==> config.mk <==
export PLATFORM = sky130hd
export DESIGN_NAME = crc_framed_packet_receiver_core
export DESIGN_NICKNAME = d
export VERILOG_FILES = /design/src/crcfr_pkg.sv /design/src/crcfr_parser.sv /design/src/crcfr_out_reg.sv /design/src/crc_framed_packet_receiver_core.sv
export SDC_FILE = /design/constraint.sdc
export NUM_CORES = 1
export LEC_CHECK = 0
export BUFFER_PORTS_ARGS = -buffer_cell sky130_fd_sc_hd__buf_2
export CAP_MARGIN = 20
export CORE_ASPECT_RATIO = 0.9
export CORE_MARGIN = 10
export CORE_UTILIZATION = 30
export DETAILED_ROUTE_END_ITERATION = 8
export PLACE_DENSITY = 0.57
export SYNTH_ARGS = -nofsm -noshare
export SYNTH_HDL_FRONTEND = slang
export SYNTH_HIERARCHICAL = 1
export SYNTH_SLANG_ARGS = --single-unit
export TNS_END_PERCENT = 10
==> constraint.sdc <==
create_clock -name clk -period 3.2 [get_ports clk]
set_input_delay 0.48 -clock clk [delete_from_list [all_inputs] [get_ports clk]]
set_output_delay 0.48 -clock clk [all_outputs]
set_load 0.01 [all_outputs]
==> src/crcfr_pkg.sv <==
// shared types, codes and the crc16-modbus byte update for the frame receiver
// no dependencies; imported by every module of the receiver
package crcfr_pkg;

    localparam logic [7:0]  START_BYTE_A  = 8'hAA;
    localparam logic [7:0]  START_BYTE_B  = 8'hCC;
    localparam logic [7:0]  END_BYTE      = 8'h55;
    localparam logic [15:0] CRC_INIT      = 16'hFFFF;
    localparam logic [15:0] CRC_POLY_REFL = 16'hA001;
    localparam logic [7:0]  MAX_LEN_RESET = 8'd250;
    localparam logic [15:0] COUNT_MAX     = 16'hFFFF;

    // configuration register indexes
    localparam logic REG_CRC_CHECK_ENABLE = 1'b0;
    localparam logic REG_MAX_PAYLOAD_LEN  = 1'b1;

    typedef enum logic [6:0] {
        PH_HUNT_A  = 7'b0000001,
        PH_HUNT_B  = 7'b0000010,
        PH_LEN     = 7'b0000100,
        PH_PAYLOAD = 7'b0001000,
        PH_CRC_LO  = 7'b0010000,
        PH_CRC_HI  = 7'b0100000,
        PH_END     = 7'b1000000
    } phase_t;

    typedef enum logic [2:0] {
        EV_PAYLOAD  = 3'd0,
        EV_ACCEPT   = 3'd1,
        EV_CRC_BAD  = 3'd2,
        EV_OVERSIZE = 3'd3,
        EV_NO_END   = 3'd4
    } event_kind_t;

    typedef struct packed {
        event_kind_t event_kind;
        logic [7:0]  payload_byte;
        logic [7:0]  payload_index;
        logic [7:0]  frame_length;
        logic [15:0] invalid_count;
    } result_t;

    // reflected crc16, one byte, lsb first
    function automatic logic [15:0] crc_byte(input logic [15:0] crc_in, input logic [7:0] b);
        logic [15:0] c;
        c = crc_in ^ {8'h00, b};
        for (int k = 0; k < 8; k++)
        begin
            if (c[0])
                c = (c >> 1) ^ CRC_POLY_REFL;
            else
                c = c >> 1;
        end
        return c;
    endfunction

    localparam logic [15:0] CRC_AFTER_A = crc_byte(CRC_INIT, START_BYTE_A);

endpackage

==> src/crcfr_parser.sv <==
// frame parser: phase state machine, crc accumulator, length and reject counters
// depends on crcfr_pkg
module crcfr_parser
    import crcfr_pkg::*;
(
    input  logic       clk,
    input  logic       rst_n,
    input  logic       step,
    input  logic [7:0] rx_byte,
    input  logic       line_idle,
    input  logic       crc_check_enable,
    input  logic [7:0] max_payload_len,
    output logic       res_valid,
    output result_t    res
);

    phase_t      phase_reg, phase_next;
    logic [7:0]  frame_len_reg, frame_len_next;
    logic [7:0]  byte_cnt_reg, byte_cnt_next;
    logic [15:0] crc_reg, crc_next;
    logic [7:0]  crc_low_reg, crc_low_next;
    logic [15:0] reject_reg, reject_next;

    logic [15:0] crc_fed;
    logic [7:0]  cnt_inc;
    logic [15:0] reject_inc;

    assign crc_fed    = crc_byte(crc_reg, rx_byte);
    assign cnt_inc    = byte_cnt_reg + 8'd1;
    assign reject_inc = (reject_reg == COUNT_MAX) ? reject_reg : reject_reg + 16'd1;

    always_comb
    begin
        phase_next     = phase_reg;
        frame_len_next = frame_len_reg;
        byte_cnt_next  = byte_cnt_reg;
        crc_next       = crc_reg;
        crc_low_next   = crc_low_reg;
        reject_next    = reject_reg;
        res_valid      = 1'b0;
        res.event_kind = EV_PAYLOAD;
        res.payload_byte  = 8'h00;
        res.payload_index = 8'h00;

        if (line_idle)
        begin
            phase_next = PH_HUNT_A;
        end
        else
        begin
            case (phase_reg)
                PH_HUNT_B:
                begin
                    if (rx_byte == START_BYTE_B)
                    begin
                        crc_next   = crc_fed;
                        phase_next = PH_LEN;
                    end
                    else if (rx_byte == START_BYTE_A)
                    begin
                        crc_next   = CRC_AFTER_A;
                        phase_next = PH_HUNT_B;
                    end
                    else
                        phase_next = PH_HUNT_A;
                end
                PH_LEN:
                begin
                    frame_len_next = rx_byte;
                    crc_next       = crc_fed;
                    byte_cnt_next  = 8'd0;
                    if (rx_byte > max_payload_len)
                    begin
                        reject_next    = reject_inc;
                        phase_next     = PH_HUNT_A;
                        res_valid      = 1'b1;
                        res.event_kind = EV_OVERSIZE;
                    end
                    else if (rx_byte == 8'd0)
                        phase_next = PH_CRC_LO;
                    else
                        phase_next = PH_PAYLOAD;
                end
                PH_PAYLOAD:
                begin
                    crc_next      = crc_fed;
                    byte_cnt_next = cnt_inc;
                    if (cnt_inc == frame_len_reg)
                        phase_next = PH_CRC_LO;
                    res_valid         = 1'b1;
                    res.event_kind    = EV_PAYLOAD;
                    res.payload_byte  = rx_byte;
                    res.payload_index = byte_cnt_reg;
                end
                PH_CRC_LO:
                begin
                    crc_low_next = rx_byte;
                    phase_next   = PH_CRC_HI;
                end
                PH_CRC_HI:
                begin
                    // zero exactly when the received crc matches
                    crc_next   = crc_reg ^ {rx_byte, crc_low_reg};
                    phase_next = PH_END;
                end
                PH_END:
                begin
                    phase_next = PH_HUNT_A;
                    res_valid  = 1'b1;
                    if (rx_byte != END_BYTE)
                        res.event_kind = EV_NO_END;
                    else if (crc_check_enable && (crc_reg != 16'h0000))
                    begin
                        reject_next    = reject_inc;
                        res.event_kind = EV_CRC_BAD;
                    end
                    else
                        res.event_kind = EV_ACCEPT;
                end
                default:
                begin
                    if (rx_byte == START_BYTE_A)
                    begin
                        crc_next   = CRC_AFTER_A;
                        phase_next = PH_HUNT_B;
                    end
                    else
                        phase_next = PH_HUNT_A;
                end
            endcase
        end

        res.frame_length  = frame_len_next;
        res.invalid_count = reject_next;
    end

    always_ff @(posedge clk or negedge rst_n)
    begin
        if (!rst_n)
        begin
            phase_reg     <= PH_HUNT_A;
            frame_len_reg <= 8'd0;
            byte_cnt_reg  <= 8'd0;
            crc_reg       <= CRC_INIT;
            crc_low_reg   <= 8'd0;
            reject_reg    <= 16'd0;
        end
        else if (step)
        begin
            phase_reg     <= phase_next;
            frame_len_reg <= frame_len_next;
            byte_cnt_reg  <= byte_cnt_next;
            crc_reg       <= crc_next;
            crc_low_reg   <= crc_low_next;
            reject_reg    <= reject_next;
        end
    end

endmodule

==> src/crcfr_out_reg.sv <==
// result register of the receiver: holds one event until the sink takes it
// depends on crcfr_pkg
module crcfr_out_reg
    import crcfr_pkg::*;
(
    input  logic    clk,
    input  logic    rst_n,
    input  logic    load,
    input  result_t load_data,
    output logic    free,
    output logic    m_tvalid,
    input  logic    m_tready,
    output result_t out_data
);

    logic    valid_reg;
    result_t data_reg;

    // free when empty or when the held event leaves this cycle
    assign free     = !valid_reg || m_tready;
    assign m_tvalid = valid_reg;
    assign out_data = data_reg;

    always_ff @(posedge clk or negedge rst_n)
    begin
        if (!rst_n)
            valid_reg <= 1'b0;
        else if (free)
            valid_reg <= load;
    end

    always_ff @(posedge clk)
    begin
        if (free && load)
            data_reg <= load_data;
    end

endmodule

==> src/crc_framed_packet_receiver_core.sv <==
// top level of the crc16-modbus framed packet receiver
// depends on crcfr_pkg, crcfr_parser and crcfr_out_reg
//
// usage
//   s_* carries received serial bytes: s_tdata is the byte, s_tuser flags a
//   line idle event (byte ignored, parser goes back to hunting for 0xAA).
//   m_* carries one event per payload byte and one at each frame end
//   (accepted, crc mismatch, oversize length, end byte missing).
//   wr_en / wr_index / wr_data write the crc check enable (index 0) and the
//   largest accepted payload length (index 1); write only while idle.
//   a byte transfer is held in the input register, is parsed by the
//   byte-wise crc and phase logic, and its event lands in the result register,
//   from which it is shown. one byte per cycle is taken back to back while
//   the sink keeps m_tready high, as the crc byte update is combinational.
//   bytes that cause no event still pass through the input register.
//   when the sink holds m_tready low the result register keeps its event,
//   the input register stalls behind it and s_tready drops.
//   reset empties both registers, returns to hunting, clears the reject
//   count, sets crc check on and the length limit to 250.
module crc_framed_packet_receiver_core
    import crcfr_pkg::*;
(
    input  logic        clk,
    input  logic        rst_n,
    input  logic        s_tvalid,
    output logic        s_tready,
    input  logic [7:0]  s_tdata,   // [7:0] rx_byte
    input  logic        s_tuser,   // [0] line_idle
    output logic        m_tvalid,
    input  logic        m_tready,
    output logic [39:0] m_tdata,   // [7:0] payload_byte, [15:8] payload_index,
                                   // [23:16] frame_length, [39:24] invalid_count
    output logic [2:0]  m_tuser,   // [2:0] event_kind
    input  logic        wr_en,
    input  logic        wr_index,
    input  logic [7:0]  wr_data
);

    logic       crc_check_enable_reg;
    logic [7:0] max_payload_len_reg;

    logic       in_valid_reg;
    logic [7:0] in_byte_reg;
    logic       in_idle_reg;

    logic    step;
    logic    out_free;
    logic    res_valid;
    result_t res;
    result_t out_data;

    assign step     = in_valid_reg && out_free;
    assign s_tready = !in_valid_reg || out_free;

    always_ff @(posedge clk or negedge rst_n)
    begin
        if (!rst_n)
        begin
            crc_check_enable_reg <= 1'b1;
            max_payload_len_reg  <= MAX_LEN_RESET;
        end
        else if (wr_en)
        begin
            case (wr_index)
                REG_CRC_CHECK_ENABLE: crc_check_enable_reg <= wr_data[0];
                REG_MAX_PAYLOAD_LEN:  max_payload_len_reg  <= wr_data;
                default:              ;
            endcase
        end
    end

    always_ff @(posedge clk or negedge rst_n)
    begin
        if (!rst_n)
            in_valid_reg <= 1'b0;
        else if (s_tready)
            in_valid_reg <= s_tvalid;
    end

    always_ff @(posedge clk)
    begin
        if (s_tready && s_tvalid)
        begin
            in_byte_reg <= s_tdata;
            in_idle_reg <= s_tuser;
        end
    end

    crcfr_parser u_parser (
        .clk              (clk),
        .rst_n            (rst_n),
        .step             (step),
        .rx_byte          (in_byte_reg),
        .line_idle        (in_idle_reg),
        .crc_check_enable (crc_check_enable_reg),
        .max_payload_len  (max_payload_len_reg),
        .res_valid        (res_valid),
        .res              (res)
    );

    crcfr_out_reg u_out_reg (
        .clk       (clk),
        .rst_n     (rst_n),
        .load      (step && res_valid),
        .load_data (res),
        .free      (out_free),
        .m_tvalid  (m_tvalid),
        .m_tready  (m_tready),
        .out_data  (out_data)
    );

    assign m_tdata = {out_data.invalid_count, out_data.frame_length,
                      out_data.payload_index, out_data.payload_byte};
    assign m_tuser = out_data.event_kind;

endmodule

== Word level (Yosys, flattened, before mapping) ==
Cells that the tools add are included.
Cells by class
  add/sub/neg operators: 2
  magnitude comparators: 1
  eq/ne operators: 12
  mux-type cells: 34
  bitwise gates (word level): 14
  reduce and logical (&&, ||, !) cells: 22
Operators by type and width (number)
  2-to-1 mux 16 bit: 15
  case mux 16 bit (4 select lines): 1
  case mux 7 bit (6 select lines): 1
  case mux 16 bit (2 select lines): 1
  inverter 2 -> 3 bit: 8
  2-to-1 mux 7 bit: 3
  adder 16 x 1 -> 16 bit (second input constant): 1
  == test 16 bit (second input constant): 1
  == test 8 bit (second input constant): 2
  2-to-1 mux 8 bit: 2
  case mux 8 bit (2 select lines): 1
  nonzero test 16 bit: 1
  bitwise XOR 16 bit: 1
  bitwise XOR 16 x 8 -> 16 bit: 1
  2-to-1 mux 5 bit: 2
  AND reduction 3 bit: 3
  adder 8 x 1 -> 8 bit (second input constant): 1
  == test 8 bit: 1
  > comparator 8 bit: 1
  zero test 8 bit: 1
  != test 8 x 7 -> 1 bit (second input constant): 1
  OR reduction 2 bit: 4
  == test 7 x 2 -> 1 bit (second input constant): 1
  == test 7 x 3 -> 1 bit (second input constant): 1
  16 further kinds: 30
Word-level totals
  flip-flop bits (word level): 126
  bits of input ports: 23
  output and inout port bits: 45
  word-level logic and storage cells: 102

== Logic depth before layout (Yosys ltp) ==
  depth in word-level cells: 19
  mapped depth: 11
  depth with buffers taken out: 10

== By module ==
Netlist, hierarchy kept.
Modules (own cells, without submodules)
  crcfr_parser: instances 1, cells each 522, area an instance 4727.0 µm², sequential area each 1597.8 µm²
  crcfr_out_reg: instances 1, cells each 47, area an instance 1345.0 µm², sequential area each 1316.3 µm²
  crc_framed_packet_receiver_core: instances 1, cells each 35, area an instance 709.4 µm², sequential area each 529.3 µm²

== Least setup slack after synthesis ==
Ideal clock, no wire load.
  path kind: flip-flop to flip-flop
  start point: register max_payload_len_reg[3]
  end point: register u_out_reg.data_reg, in the netlist u_out_reg/out_data[0], enable pin
  setup time: 293 ps
  data arrival time: 2351 ps
  data required time: 2907 ps
  path slack: 556 ps
  cell stages (with the launch flop): 11
  path buffers: 0
  clock period less this slack: 2644 ps
  cell sequence: dfstp_2 inv_1 ha_1 and4b_1 a211o_1 o211ai_1 o31ai_1 a31oi_1 nor2_1 and3_1 and2_4
On the way
  longest elaborated chain between the ends: 6
RTL lines
  start: declaration: RTL line crc_framed_packet_receiver_core.sv:40  | logic [7:0] max_payload_len_reg;
  start signal: assignment: RTL line crc_framed_packet_receiver_core.sv:66  | REG_MAX_PAYLOAD_LEN: max_payload_len_reg <= wr_data;
  > comparator 8 bit: RTL line crcfr_parser.sv:72  | if (rx_byte > max_payload_len)
  2-to-1 mux 1 bit: RTL line crcfr_parser.sv:72
  case mux 1 bit (2 select lines): RTL line crcfr_parser.sv:51  | case (phase_reg)
  2-to-1 mux 1 bit: RTL line crcfr_parser.sv:45  | if (line_idle)
  net res_valid: RTL line crc_framed_packet_receiver_core.sv:48  | logic res_valid;
  logical AND 1 bit: RTL line crc_framed_packet_receiver_core.sv:104  | .load (step && res_valid),
  logical AND 1 bit: RTL line crcfr_out_reg.sv:34  | if (free && load)
  end signal: assignment: RTL line crcfr_out_reg.sv:35  | data_reg <= load_data;
  end: declaration: RTL line crcfr_out_reg.sv:17  | result_t data_reg;
The timed path passes the listed nets, and every way through them passes these cells.
A chain may end at the register's enable or synchronous reset.

==> flow_summary.yaml <==
clocking:
  clock_path_buffers: 2
  clock_sinks: 126
  clk_latency_ns: 0.42
  cts.repair.resized: 0
  cts_tree: "done"
  path_clk_slew_ns: 0.06
  numCtsBuffers: 17
  cts_setup_buffers: 0
  cts_hold_buf: 0
  cts_root_buffer: "clkbuf_16"
  htree_levels: 4
global_route:
  antenna_found_initial: 0
  grt_pass1_vias: 4785
  overflow: 0
  grt_pass1_wl_mm: 26.9
  track_usage_pct: 11.7
  grt_start_max_net_pins: 70
layout:
  fin_nets: 713
  final_area_um2: 8070
  largest_reg_flops: 43
  drive_above_1_share_pct: 27.7
  antennaDiodeCount: 0
  syn2layout_area_growth_pct: 18.9
  finalNonFillerCells: 990
place:
  place_area_um2: 7480
  place_inst: 958
  port_buffers: 67
  dp_hpwl_mm: 11.7
  place.gp.congestion: 0.811
pwr:
  finalPower_uw: 4050
  p_leak_uw: 0.00316
  powerDensity_nw_per_um2: 502
  ir_worst_vdd_uv: 305
synthesis:
  synth_cell_type_count: 69
  synth_fp_nets: 637
  async_reset_ff_share_pct: 58.7
  synth_fa_ha_area_share_pct: 1.85
  yosys_warnings: 6
  avgSynthCellArea_um2: 11.2
  synth-xor-area-share_pct: 7.55
  synthCells: 604
  yosys.area.top_type: "edfxtp_1"
  synth_ff_type: "edfxtp_1"
  synth_enable_flop_cells: 52
  yosysMostFrequentCell: "edfxtp_1"
  syn_area_um2: 6780
  synth_top_area_share_pct: 23.0
  synth_area_leaders: "edfxtp_1 (23%), dfrtp_1 (18%), dfstp_2 (9.3%)"
  synth-seq-cells: 126
  synthTopCellsByCount: "edfxtp_1 (52), dfrtp_1 (50), nor2_1 (42)"
  synth_top_family_by_area: "simple AND/OR/NAND/NOR gates"
  synth_compound_area_share_pct: 13.6
  synth-simple-area-share_pct: 17.2
  ys_seq_area_share_pct: 50.8
  muxShareOfSynthArea_pct: 5.76
die:
  rows: 52
  initial_core_util_pct: 30.3
  fp.coreArea_um2: 22400
  fp.dieH_um: 163
  io_pins: 68
  die_w_um: 178
  dieArea_um2: 29000
sta:
  fin_crit_sh_pct: 87.1
  hold_viol: 0
  finalSetupViolCount: 0
  worst_slew_pin_slew_ns: 0.940
  rsz0062_at_grt: "no"
  period_needed_ns: 2.79
  hold_ws_ns: 0.200
  tns_ns: 0
  slew_headroom_pct: 37.3
  drv_slew: 0
  fmax_mhz: 359
  final.setup_skew_ns: 0.00804
hold_path:
  hold_path_class: "in2async"
flow_run:
  max_cap_viol_count: 0
critical_path:
  worstSetupStartpointType: "flip-flop"
  cpPeakStageDelay_ns: 0.53
  path_class: "reg2reg"
  required_ns: 3.45
  slowest_stage: "dfstp_2"
  worst-path-buf-inv: 2
  cp_top_family: "compound AO/OA/AOI/OAI gates"
  crit_path_end_kind: "flip-flop"
  critPathMaxFanout: 21
  crit_chain: "inv_1, ha_1, and4b_1, a211o_1, o211ai_1, buf_4, o31a_2, nor3_1, o22ai_1"
  cp_data_arrival_time_ns: 3.04
detailed_routing:
  highest_layer: "met4"
  drt-initial-drc-count: 434
  finalWirelength_mm: 16.5
  drtPass1Iterations: 6
  vias_per_cell: 4.95
  wl_met3_um: 937
  ant_nets: 0
  wire_per_inst_um: 16.7
  wl_met2_mm: 7.29
  drc: 0
  vias: 4899
  met1_length_mm: 8.12
outcome:
  outcome: "completed"
area by class of cell:
type                    count  area, um2
fillers                  2279      14300
flip-flops and latches    126       3440
multi-input cells         433       3110
repair buffers             86        493
clock buffers              21        440
well taps                 297        372
clock inverters            11        144
inverters                  16       60.1
logic make-up after synthesis:
group	Yosys count
AO/OA/AOI/OAI	135
AND/OR/NAND/NOR	204
flip-flops	126
buffers and inverters	45
adder cells (fa/ha/maj)	10
multiplexers	32
XOR/XNOR	52
placed cells by master, fill, tap and decap left out, types with 5 or more instances in the layout:
master	instances
a211oi_1	5
a21oi_1	29
a22oi_1	10
and2_1	25
and4_1	6
buf_2	66
buf_4	19
clkbuf_16	17
dfrtp_1	50
dfstp_2	24
edfxtp_1	52
ha_1	10
inv_1	15
mux2_2	24
mux2_4	8
nand2_1	35
nand2b_1	10
nand3_1	14
nand4_1	10
nor2_1	42
nor2b_1	7
nor3_1	11
nor3b_1	7
o21ai_0	31
o22ai_1	10
o31ai_1	18
or3_1	6
xnor2_1	16
xor2_1	32
worst paths after layout:
path	from	endpoint	slack [ns]	cells past startpoint
min in group clk	s_tdata[7]	in_byte_reg[7]$_DFFE_PP_	0.23	1
worst min-delay path	rst_n	max_payload_len_reg[2]$_DFFE_PN0P_	0.20	1
max in group asynchronous	rst_n	u_parser/crc_reg[11]$_DFFE_PN1P_	2.28	2
worst max register to register	max_payload_len_reg[3]$_DFFE_PN1P_	u_out_reg/out_data[1]$_DFFE_PP_	0.41	9
worst max-delay path	max_payload_len_reg[3]$_DFFE_PN1P_	u_out_reg/out_data[1]$_DFFE_PP_	0.41	9
worst min register to register	u_parser/phase_reg[0]$_DFFE_PN1P_	u_parser/phase_reg[0]$_DFFE_PN1P_	0.50	2
where the power goes:
| group | total, uW | switching (uW) | internal [uW] |
|---|---|---|---|
| logic | 356 | 189 | 167 |
| clock network | 1930 | 708 | 1220 |
| registers | 1770 | 32.3 | 1730 |
through the flow:
step	util [%]	setup WS [ns]
2_1_floorplan	-	0.556
3_3_place_gp	33.4	0.466
3_5_place_dp	33.4	0.424
4_1_cts	36.0	0.424
5_1_grt	36.0	0.237
6_report	36.0	0.412
per-layer routing:
metal	global-route usage, %	vias up
li1	-	2396
met1	16.9	2364
met2	16.6	127
met3	3.04	12
met4	3.72	0
met5	0	-
Power figures use the tool's default switching activity.
